**src/sv/mbe_pkg.sv**
```systemverilog
package mbe_pkg;

  localparam int FRAC_BITS  = 28;
  localparam int ITER_BITS  = 16;
  localparam int COORD_BITS = 12;
  localparam int SIZE_BITS  = COORD_BITS + 1;
  localparam int VAL_W      = 32;
  localparam int STEP_W     = 31;
  localparam int MAG_W      = 38;
  localparam int WIDE_W     = 64;
  localparam int DIFF_W     = COORD_BITS + 2;
  localparam int MAP_W      = DIFF_W + STEP_W + 1;
  localparam int CFG_IDX_W  = 3;

  localparam logic [CFG_IDX_W-1:0] REG_CENTER_REAL = 3'd0;
  localparam logic [CFG_IDX_W-1:0] REG_CENTER_IMAG = 3'd1;
  localparam logic [CFG_IDX_W-1:0] REG_PIXEL_STEP  = 3'd2;
  localparam logic [CFG_IDX_W-1:0] REG_MAX_ITER    = 3'd3;
  localparam logic [CFG_IDX_W-1:0] REG_IMG_WIDTH   = 3'd4;
  localparam logic [CFG_IDX_W-1:0] REG_IMG_HEIGHT  = 3'd5;

  localparam logic [VAL_W-1:0]     RST_CENTER  = '0;
  localparam logic [STEP_W-1:0]    RST_STEP    = 31'd1677722;
  localparam logic [ITER_BITS-1:0] RST_MAX_ITER = 16'd256;
  localparam logic [SIZE_BITS-1:0] RST_WIDTH   = 13'd640;
  localparam logic [SIZE_BITS-1:0] RST_HEIGHT  = 13'd480;

  localparam logic [WIDE_W-1:0] FOUR    = 64'd4 << (2 * FRAC_BITS);
  localparam logic [WIDE_W-1:0] MAG_MAX = (64'd1 << MAG_W) - 64'd1;

  localparam logic signed [WIDE_W-1:0] SAT_HI = 64'sh0000_0000_7FFF_FFFF;
  localparam logic signed [WIDE_W-1:0] SAT_LO = 64'shFFFF_FFFF_8000_0000;

  typedef struct packed {
    logic [VAL_W-1:0]     center_real;
    logic [VAL_W-1:0]     center_imag;
    logic [STEP_W-1:0]    pixel_step;
    logic [ITER_BITS-1:0] max_iterations;
    logic [SIZE_BITS-1:0] image_width;
    logic [SIZE_BITS-1:0] image_height;
  } cfg_t;

  typedef struct packed {
    logic [VAL_W-1:0] re;
    logic [VAL_W-1:0] im;
  } coord_t;

  typedef enum logic [1:0] {
    ST_IDLE,
    ST_MUL,
    ST_ADD,
    ST_OUT
  } st_t;

  function automatic logic [VAL_W-1:0] sat_coord(input logic signed [WIDE_W-1:0] v);
    logic [VAL_W-1:0] r;
    if (v > SAT_HI) begin
      r = SAT_HI[VAL_W-1:0];
    end else if (v < SAT_LO) begin
      r = SAT_LO[VAL_W-1:0];
    end else begin
      r = v[VAL_W-1:0];
    end
    return r;
  endfunction

endpackage

```
**src/sv/mbe_queue.sv**
```systemverilog
module mbe_queue #(
  parameter int DEPTH = 2
) (
  input  logic            clk,
  input  logic            rst_n,
  input  logic            push,
  input  mbe_pkg::coord_t push_data,
  output logic            full,
  input  logic            pop,
  output logic            not_empty,
  output mbe_pkg::coord_t pop_data
);

  localparam int PW = $clog2(DEPTH);
  localparam int CW = $clog2(DEPTH + 1);

  mbe_pkg::coord_t mem_r [DEPTH];
  logic [PW-1:0]   wr_ptr_r;
  logic [PW-1:0]   wr_ptr_nxt;
  logic [PW-1:0]   rd_ptr_r;
  logic [PW-1:0]   rd_ptr_nxt;
  logic [CW-1:0]   cnt_r;
  logic [CW-1:0]   cnt_nxt;

  assign full      = (cnt_r == CW'(DEPTH));
  assign not_empty = (cnt_r != '0);
  assign pop_data  = mem_r[rd_ptr_r];

  always_comb begin
    wr_ptr_nxt = wr_ptr_r;
    rd_ptr_nxt = rd_ptr_r;
    cnt_nxt    = cnt_r;
    if (push) begin
      wr_ptr_nxt = (wr_ptr_r == PW'(DEPTH - 1)) ? '0 : wr_ptr_r + PW'(1);
    end
    if (pop) begin
      rd_ptr_nxt = (rd_ptr_r == PW'(DEPTH - 1)) ? '0 : rd_ptr_r + PW'(1);
    end
    if (push && !pop) begin
      cnt_nxt = cnt_r + CW'(1);
    end else if (pop && !push) begin
      cnt_nxt = cnt_r - CW'(1);
    end
  end

  always_ff @(posedge clk) begin
    if (!rst_n) begin
      wr_ptr_r <= '0;
      rd_ptr_r <= '0;
      cnt_r    <= '0;
    end else begin
      wr_ptr_r <= wr_ptr_nxt;
      rd_ptr_r <= rd_ptr_nxt;
      cnt_r    <= cnt_nxt;
    end
  end

  always_ff @(posedge clk) begin
    if (push) begin
      mem_r[wr_ptr_r] <= push_data;
    end
  end

endmodule

```
**config.mk**
```make
export PLATFORM = sky130hd
export DESIGN_NAME = mbe_queue
export DESIGN_NICKNAME = d
export VERILOG_FILES = /design/src/sv/mbe_pkg.sv /design/src/sv/mbe_queue.sv
export SDC_FILE = /design/constraint.sdc
export NUM_CORES = 1
export LEC_CHECK = 0
export BUFFER_PORTS_ARGS = -buffer_cell sky130_fd_sc_hd__buf_2
export CELL_PAD_IN_SITES_DETAIL_PLACEMENT = 1
export CELL_PAD_IN_SITES_GLOBAL_PLACEMENT = 1
export CORE_MARGIN = 2
export CORE_UTILIZATION = 47
export DETAILED_ROUTE_END_ITERATION = 6
export HOLD_SLACK_MARGIN = 0.03
export PLACE_DENSITY_LB_ADDON = 0.1
export SLEW_MARGIN = 15
export SYNTH_ARGS = -nofsm -noshare
export SYNTH_HDL_FRONTEND = slang
export SYNTH_SLANG_ARGS = --single-unit
```
**constraint.sdc**
```tcl
create_clock -name clk -period 11.9 [get_ports clk]
set_input_delay 1.785 -clock clk [delete_from_list [all_inputs] [get_ports clk]]
set_output_delay 1.785 -clock clk [all_outputs]
set_load 0.01 [all_outputs]
```
==> results_dict.tcl <==
set metrics [dict create \
    start_kind "flop" \
    die_h_um 106 \
    crit_arrival_ns 2.41 \
    antenna_found_initial 1 \
    die_w_um 106 \
    place.gp.congestion 0.724 \
    fmax_mhz 238 \
    fin_crit_sh_pct 35.3 \
    ir_worst_vdd_v 0.0000897 \
    synth_area_leaders "edfxtp_1 79%, mux2_2 15%, dfxtp_1 2.1%" \
    hold_buffers 0 \
    via_per_inst 4.92 \
    power.total_mw 1.12 \
    synthMostInstantiatedCell "edfxtp_1" \
    synth_edf_count 128 \
    critPathMaxFanout 38 \
    synthCells 221 \
    status "finished clean" \
    hp-class "reg2reg" \
    final_nets 438 \
    cap_violations 0 \
    cts_root_buf "clkbuf_8" \
    synth_area_per_cell_sq_um 22.0 \
    netlist.area_leader.share_pct 79.1 \
    rows 37 \
    area_delta_synth_final_pct 27.4 \
    cts_max_path_buffers 2 \
    worstSetupEndpointType "output port" \
    ant_nets 0 \
    finalSetupViolations 0 \
    vias 2549 \
    cts_buffers 17 \
    tightest_slew_ns 0.829 \
    cts_tree "yes" \
    htreeDepth 4 \
    fin_cells 518 \
    max_slew_margin_pct 44.6 \
    worstSetupPathType "reg2out" \
    grt_pass1_vias 2772 \
    grt-ovfl-total 0 \
    dp_hpwl_um 6070 \
    synth_cell_types 17 \
    die_area_sq_mm 0.0112 \
    yosys.area.top_type "edfxtp_1" \
    dp_cells 486 \
    synthArstFlopShare_pct 0 \
    portBuffers 133 \
    start_util_pct 47.7 \
    leakage_nw 2.35 \
    cts_resized 0 \
    routed_wl_um 9250 \
    synth_commonest_cells "128 x edfxtp_1, 64 x mux2_2, 6 x buf_6" \
    dr.pass1.iters 4 \
    synth_seq_cells 133 \
    pre_cts_ws_ns 8.21 \
    grt_pass1_wl_um 14600 \
    p_per_area_mw_per_mm2 181 \
    routedWlPerCell_um 17.8 \
    ys_warn_count 0 \
    clk-insertion-delay-late_ns 0.51 \
    fp.coreArea_sq_mm 0.0102 \
    clk_transition_reported_paths_ns 0.05 \
    gr-usage-all-layers_pct 17.8 \
    slew_viol_final 0 \
    post-cts-setup-buffer-count 0 \
    drc_errors 0 \
    grt_max_degree 40 \
    clock-sinks 133 \
    ios 134 \
    synth-seq-area-share_pct 81.1 \
    hold_violations 0 \
    drtIter0Drc 120 \
    finalCriticalPeriod_ns 4.20 \
    finalClockSkew_ns 0.00567 \
    synth_nets 290 \
    synth_ff_type "edfxtp_1" \
    setup_ws_ns 7.70 \
    drive_gt1_share_pct 60.5 \
    rsz0062_at_grt "false" \
    tns_ns 0 \
    antenna_cells 0 \
    worst_ep_required_time_ns 10.12 \
    netlist_area_sq_mm 0.00486 \
]
through the flow:
stage	utilization (%)	hold slack (ns)	area, sq um
after floorplan	-	0.461	4860
after global placement	55.5	0.478	5650
after detailed placement	55.5	0.525	5650
after CTS	60.8	0.534	6190
after global routing	60.8	0.604	6190
final	60.8	0.534	6190
flip-flops by register name, indices dropped and copies added (netlist names), named ones only:
register,count
cnt_r,2
rd_ptr_r,1
mem_r,128
wr_ptr_r,1
logic make-up (layout without fill, tap and decap cells):
logic type      Yosys count  in the layout  share of synthesized area [%]
compound gates            3              3                          0.412
xor+xnor                  3              3                          0.541
fa+ha+maj                 1              1                          0.257
buf+inv                   8            169                           1.62
flops                   133            133                           81.1
mux                      64             64                           14.8
simple gates              9              9                           1.21
where the power goes:
part	internal (mW)	switching, mW	total, mW
combinational	0.0500	0.0518	0.102
clock	0.292	0.177	0.469
sequential	0.541	0.00978	0.551
total	0.884	0.238	1.12
final cells by class:
type                            instances  area [sq um]
Clock inverter                         13           115
Fill cell                             944          3990
Timing Repair Buffer                  136           688
Clock buffer                           19           422
Multi-Input combinational cell         80           847
Tap cell                              136           170
Sequential cell                       133          3950
Inverter                                1          3.75
critical path, cell delays in order (launching register included):
cell and delay [ns]:
dfxtp_2 0.75, buf_4 0.58, mux2_2 0.41, buf_2 0.15
routing by layer:
metal | vias to the layer above | track usage, % | wire length (um)
met5 | - | 0 | 0
met4 | 0 | 8.27 | 199
met3 | 19 | 7.11 | 655
met2 | 98 | 29.9 | 4710
met1 | 1260 | 19.9 | 3690
li1 | 1172 | - | -
path summary, 6_finish.rpt:
path	startpoint	endpoint	slack, ns	cells after the start
setup / recovery	flop	pop_data[49]	7.70	3
hold / removal	cnt_r[1]	cnt_r[1]	0.53	2
setup reg to reg	wr_ptr_r	mem_r[1][0]	9.90	2
hold reg to reg	cnt_r[1]	cnt_r[1]	0.53	2
placed cells by master (no fill, tap or decap), drive strengths merged:
master / synthesis / final
a21boi: 1 / 1
and2: 4 / 4
and2b: 1 / 1
buf: 7 / 136
bufinv: 0 / 2
clkbuf: 0 / 19
clkinv: 0 / 9
clkinvlp: 0 / 2
dfxtp: 5 / 5
edfxtp: 128 / 128
ha: 1 / 1
inv: 1 / 1
mux2: 64 / 64
nor2b: 2 / 2
o21a: 1 / 1
o21ai: 1 / 1
or2: 1 / 1
or3: 1 / 1
xnor2: 1 / 1
xor2: 2 / 2
(Power assumes the default switching activity.)
