### src/sv/mbe_pkg.sv
package mbe_pkg;

  localparam int FRAC_BITS  = 28;
  localparam int ITER_BITS  = 16;
  localparam int COORD_BITS = 12;
  localparam int SIZE_BITS  = COORD_BITS + 1;
  localparam int VAL_W      = 32;
  localparam int STEP_W     = 31;
  localparam int MAG_W      = 38;
  localparam int WIDE_W     = 64;
  localparam int DIFF_W     = COORD_BITS + 2;
  localparam int MAP_W      = DIFF_W + STEP_W + 1;
  localparam int CFG_IDX_W  = 3;

  localparam logic [CFG_IDX_W-1:0] REG_CENTER_REAL = 3'd0;
  localparam logic [CFG_IDX_W-1:0] REG_CENTER_IMAG = 3'd1;
  localparam logic [CFG_IDX_W-1:0] REG_PIXEL_STEP  = 3'd2;
  localparam logic [CFG_IDX_W-1:0] REG_MAX_ITER    = 3'd3;
  localparam logic [CFG_IDX_W-1:0] REG_IMG_WIDTH   = 3'd4;
  localparam logic [CFG_IDX_W-1:0] REG_IMG_HEIGHT  = 3'd5;

  localparam logic [VAL_W-1:0]     RST_CENTER  = '0;
  localparam logic [STEP_W-1:0]    RST_STEP    = 31'd1677722;
  localparam logic [ITER_BITS-1:0] RST_MAX_ITER = 16'd256;
  localparam logic [SIZE_BITS-1:0] RST_WIDTH   = 13'd640;
  localparam logic [SIZE_BITS-1:0] RST_HEIGHT  = 13'd480;

  localparam logic [WIDE_W-1:0] FOUR    = 64'd4 << (2 * FRAC_BITS);
  localparam logic [WIDE_W-1:0] MAG_MAX = (64'd1 << MAG_W) - 64'd1;

  localparam logic signed [WIDE_W-1:0] SAT_HI = 64'sh0000_0000_7FFF_FFFF;
  localparam logic signed [WIDE_W-1:0] SAT_LO = 64'shFFFF_FFFF_8000_0000;

  typedef struct packed {
    logic [VAL_W-1:0]     center_real;
    logic [VAL_W-1:0]     center_imag;
    logic [STEP_W-1:0]    pixel_step;
    logic [ITER_BITS-1:0] max_iterations;
    logic [SIZE_BITS-1:0] image_width;
    logic [SIZE_BITS-1:0] image_height;
  } cfg_t;

  typedef struct packed {
    logic [VAL_W-1:0] re;
    logic [VAL_W-1:0] im;
  } coord_t;

  typedef enum logic [1:0] {
    ST_IDLE,
    ST_MUL,
    ST_ADD,
    ST_OUT
  } st_t;

  function automatic logic [VAL_W-1:0] sat_coord(input logic signed [WIDE_W-1:0] v);
    logic [VAL_W-1:0] r;
    if (v > SAT_HI) begin
      r = SAT_HI[VAL_W-1:0];
    end else if (v < SAT_LO) begin
      r = SAT_LO[VAL_W-1:0];
    end else begin
      r = v[VAL_W-1:0];
    end
    return r;
  endfunction

endpackage

### src/sv/mbe_front.sv
module mbe_front (
  input  logic                                 clk,
  input  logic                                 rst_n,
  input  mbe_pkg::cfg_t                        cfg,
  input  logic                                 pix_valid,
  output logic                                 pix_ready,
  input  logic [mbe_pkg::COORD_BITS-1:0]       pix_x,
  input  logic [mbe_pkg::COORD_BITS-1:0]       pix_y,
  output logic                                 push,
  input  logic                                 q_full,
  output mbe_pkg::coord_t                      push_data
);

  logic                                  p1_valid_r;
  logic                                  p1_valid_nxt;
  logic signed [mbe_pkg::MAP_W-1:0]      prod_re_r;
  logic signed [mbe_pkg::MAP_W-1:0]      prod_im_r;
  logic signed [mbe_pkg::DIFF_W-1:0]     d_re;
  logic signed [mbe_pkg::DIFF_W-1:0]     d_im;
  logic signed [mbe_pkg::STEP_W:0]       step_s;
  logic signed [mbe_pkg::MAP_W-1:0]      off_re;
  logic signed [mbe_pkg::MAP_W-1:0]      off_im;
  logic signed [mbe_pkg::WIDE_W-1:0]     sum_re;
  logic signed [mbe_pkg::WIDE_W-1:0]     sum_im;
  logic                                  take;

  // offset from centre in half steps: 2*pos + 1 - size
  assign d_re   = $signed({1'b0, pix_x, 1'b1}) - $signed({1'b0, cfg.image_width});
  assign d_im   = $signed({1'b0, pix_y, 1'b1}) - $signed({1'b0, cfg.image_height});
  assign step_s = $signed({1'b0, cfg.pixel_step});

  assign push      = p1_valid_r && !q_full;
  assign pix_ready = !p1_valid_r || push;
  assign take      = pix_valid && pix_ready;

  assign off_re = prod_re_r >>> 1;
  assign off_im = prod_im_r >>> 1;
  assign sum_re = mbe_pkg::WIDE_W'(off_re) + mbe_pkg::WIDE_W'($signed(cfg.center_real));
  assign sum_im = mbe_pkg::WIDE_W'(off_im) + mbe_pkg::WIDE_W'($signed(cfg.center_imag));

  assign push_data.re = mbe_pkg::sat_coord(sum_re);
  assign push_data.im = mbe_pkg::sat_coord(sum_im);

  always_comb begin
    p1_valid_nxt = p1_valid_r;
    if (take) begin
      p1_valid_nxt = 1'b1;
    end else if (push) begin
      p1_valid_nxt = 1'b0;
    end
  end

  always_ff @(posedge clk) begin
    if (!rst_n) begin
      p1_valid_r <= 1'b0;
    end else begin
      p1_valid_r <= p1_valid_nxt;
    end
  end

  always_ff @(posedge clk) begin
    if (take) begin
      prod_re_r <= d_re * step_s;
      prod_im_r <= d_im * step_s;
    end
  end

endmodule

### config.mk
export PLATFORM = sky130hd
export DESIGN_NAME = mbe_front
export DESIGN_NICKNAME = d
export VERILOG_FILES = /design/src/sv/mbe_pkg.sv /design/src/sv/mbe_front.sv
export SDC_FILE = /design/constraint.sdc
export NUM_CORES = 2
export LEC_CHECK = 0
export BUFFER_PORTS_ARGS = -buffer_cell sky130_fd_sc_hd__buf_2
export CELL_PAD_IN_SITES_DETAIL_PLACEMENT = 1
export CELL_PAD_IN_SITES_GLOBAL_PLACEMENT = 2
export CORE_ASPECT_RATIO = 1.1
export CORE_MARGIN = 2
export CORE_UTILIZATION = 36
export CTS_CLUSTER_DIAMETER = 40
export CTS_CLUSTER_SIZE = 24
export DETAILED_ROUTE_END_ITERATION = 10
export GPL_TIMING_DRIVEN = 0
export PLACE_DENSITY_LB_ADDON = 0.05
export SYNTH_ARGS = -nofsm -noshare
export SYNTH_HDL_FRONTEND = slang
export SYNTH_SLANG_ARGS = --single-unit
### constraint.sdc
create_clock -name clk -period 9.4 [get_ports clk]
set_clock_uncertainty 0.2 [all_clocks]
set_input_delay 0.47 -clock clk [delete_from_list [all_inputs] [get_ports clk]]
set_output_delay 0.47 -clock clk [all_outputs]
set_load 0.05 [all_outputs]
==> results.py <==
metrics = {
    "place": {
        "io_buffer_count": 182,
        "detailed_place_hpwl_um": 122000,
        "placed_cells_incl_taps": 5928,
        "detailed_place.area_um2": 40520,
        "rd_place_congestion": 0.9332,
    },
    "grt": {
        "grt_max_degree": 47,
        "first_global_vias": 33500,
        "grt_util_all_layers_pct": 26.85,
        "antenna_violations_before_repair": 18,
        "grt_remaining_overflow": 0,
        "global_route_wire_length_before_repair_um": 214400,
    },
    "timing": {
        "slew_violations": 0,
        "period_share_pct": 96.31,
        "timing.setup.tns_ns": 0,
        "final.hold.worst_slack_ns": 0.09088,
        "post-route-min-period_ns": 9.053,
        "timing_worst_slew_pin_value_ns": 1.437,
        "finalHoldViolCount": 0,
        "clock.fmax_mhz": 110.5,
        "slew_headroom_pct": 4.167,
        "setup_viol_count_final": 0,
    },
    "outcome": {
        "outcome": "finished clean",
    },
    "routing": {
        "vias_per_cell": 5.234,
        "avgRoutedWirePerCell_um": 23.97,
        "drcViolationCount": 0,
        "dr.first_iter.drc_count": 1742,
        "route.vias.total": 31200,
        "drt_wl_total_um": 142900,
        "detail_route.first_pass.iterations": 5,
        "drt.antenna.violating_nets": 0,
    },
    "clocking": {
        "cts.sinks": 91,
        "cts.path.max_buffers": 2,
        "numCtsBuffers": 9,
        "h-tree-depth": 3,
        "tritoncts": "built",
        "clock_latency_reported_for_the_late_side_of_the_worst_skew_pair_ns": 0.40,
        "worst_setup_hold_path_clk_slew_ns": 0.07,
        "clock_tree.root_cell": "sky130_fd_sc_hd__clkbuf_16",
        "postCtsHoldBufs": 0,
    },
    "logic_synthesis": {
        "netlist.top_cell.by_area": "sky130_fd_sc_hd__fa_1",
        "synth_seq_area_share_pct": 7.195,
        "postSynthNetCount": 5617,
        "yosysTopAreaCellShare_pct": 36.82,
        "synth_top_flop_cell": "sky130_fd_sc_hd__edfxtp_1",
        "synth_async_sr_flop_share_pct": 0,
        "synthCells": 4358,
        "synth.distinct_cells": 77,
        "ys_seq_elements": 91,
        "ys.warnings.count": 0,
        "count_of_flip_flops_with_a_built_in_enable_after_synthesis": 90,
        "postSynthAreaPerCell_um2": 8.683,
        "post_synth_main_area_contributors": "sky130_fd_sc_hd__fa_1 (37%), sky130_fd_sc_hd__ha_1 (13%), sky130_fd_sc_hd__inv_1 (8.0%)",
        "synthesis.area_um2": 37840,
    },
    "worst_setup_path": {
        "timing.critical_path.to_type": "register",
        "critPathArrivalTime_ns": 8.98,
        "critical_path_class": "in -> reg",
        "worst_ep_required_time_ns": 9.33,
        "critPathMostFrequentCell": "sky130_fd_sc_hd__fa_1",
        "critical_path_peak_fanout": 10,
        "crit_path_start_kind": "input port",
        "crit_slowest_cell": "sky130_fd_sc_hd__clkbuf_1",
        "critPathMaxStageDelay_ns": 0.66,
    },
    "worst_hold_path": {
        "worstHoldPathType": "in -> reg",
    },
    "die": {
        "die_area_um2": 107700,
        "initial_utilization_pct": 36.35,
        "fp.dieW_um": 313.1,
        "std_cell_rows": 124,
        "fp.dieH_um": 344.0,
        "design.core.area_um2": 104100,
        "ioPinCount": 231,
    },
    "finish": {
        "layout.nets": 5825,
        "final_area_um2": 41260,
        "final_cell_count_no_fill": 5961,
        "final_layout_size_suffix_gt1_share_pct": 7.919,
        "syn_to_final_growth_pct": 9.040,
    },
    "flow_run": {
        "max_cap_violations": 0,
    },
}
## synthesized netlist by cell type, types with 11 or more instances
master / count
sky130_fd_sc_hd__a211oi_1: 17
sky130_fd_sc_hd__a21boi_0: 17
sky130_fd_sc_hd__a21o_1: 82
sky130_fd_sc_hd__a21oi_1: 177
sky130_fd_sc_hd__a31oi_1: 15
sky130_fd_sc_hd__and2_1: 131
sky130_fd_sc_hd__and3_1: 59
sky130_fd_sc_hd__clkbuf_1: 217
sky130_fd_sc_hd__edfxtp_1: 90
sky130_fd_sc_hd__fa_1: 696
sky130_fd_sc_hd__ha_1: 398
sky130_fd_sc_hd__inv_1: 805
sky130_fd_sc_hd__nand2_1: 545
sky130_fd_sc_hd__nand2b_1: 81
sky130_fd_sc_hd__nand3_1: 61
sky130_fd_sc_hd__nand4_1: 27
sky130_fd_sc_hd__nor2_1: 110
sky130_fd_sc_hd__nor2b_1: 153
sky130_fd_sc_hd__nor3_1: 81
sky130_fd_sc_hd__o211ai_1: 18
sky130_fd_sc_hd__o21a_1: 25
sky130_fd_sc_hd__o21ai_0: 100
sky130_fd_sc_hd__o21ai_1: 25
sky130_fd_sc_hd__o21ai_2: 11
sky130_fd_sc_hd__o21bai_1: 32
sky130_fd_sc_hd__o31ai_1: 25
sky130_fd_sc_hd__or3_1: 42
sky130_fd_sc_hd__xnor2_1: 112
sky130_fd_sc_hd__xor2_1: 55
## cell usage in the layout, fill, tap and decap left out, drive strengths merged, types with 81 or more instances in the layout
master and count:
o21ai 136, nand2b 81, xnor2 112, nand2 545
inv 806, buf 219, nor2b 153, ha 398
fa 696, nor2 112, edfxtp 90, clkbuf 218
and2 132, a21o 82, a21oi 177, nor3 81
## state kept, by name, indices dropped and copies added, names as in the netlist
register / cells
prod_im_r: 45
prod_re_r: 45
p1_valid_r: 1
## logic make-up after synthesis
family          Yosys count  synth area share [%]
compound gates          629                 11.00
xor+xnor                167                 3.865
fa+ha+maj              1094                 49.98
buf+inv                1035                 10.33
flops                    91                 7.195
mux                       5                0.1356
simple gates           1337                 17.49
## repair_timing
action                     CTS  global route
gates resized for setup     80            96
setup buffers                4             9
hold endpoints to repair     0             0
setup endpoints to repair   51            38
pin swaps                    8            20
gates cloned                 0             0
## metal layers
metal	vias up	share of wire [%]	track usage (%)
met3	96	5.0	3.307
met2	679	48	45.70
li1	14240	-	-
met5	-	0.0091	0
met4	2	1.7	4.944
met1	16190	45	36.95
## layout make-up
type	count	area (um^2)
Inverter	805	3022
Buffer	230	1021
Multi-Input combinational cell	3232	31440
Clock inverter	6	41.29
Timing Repair Buffer	197	1041
Clock buffer	10	229.0
Tap cell	1386	1734
Fill cell	12400	62840
Antenna cell	4	10.01
Sequential cell	91	2723
## worst paths after layout
check	to	slack, ns	from	depth (start not counted)
worst max-delay path	prod_re_r[35]	0.35	cfg[14]	36
worst min-delay path	p1_valid_r	0.09	rst_n	2
worst max register to register	prod_im_r[23]	7.51	p1_valid_r	3
worst min register to register	p1_valid_r	0.34	p1_valid_r	2
## stage by stage
step	utilization, %	setup slack [ns]
6_report	39.64	0.3471
5_1_grt	39.63	-0.01516
4_1_cts	39.39	0.01586
3_5_place_dp	38.92	-2.056
3_3_place_gp	38.89	-2.561
2_1_floorplan	-	0.3220
## critical path: cells and delay by family
| family | cells | cell delay (ns) |
|---|---|---|
| AND/OR/NAND/NOR | 5 | 0.83 |
| XOR/XNOR | 1 | 0.13 |
| buffers and inverters | 8 | 1.49 |
| AO/OA/AOI/OAI | 13 | 2.34 |
| adder cells (fa/ha/maj) | 9 | 3.74 |
Power is not shown: default switching activity piles up to over one toggle a cycle in this logic, so the estimate is an artifact.
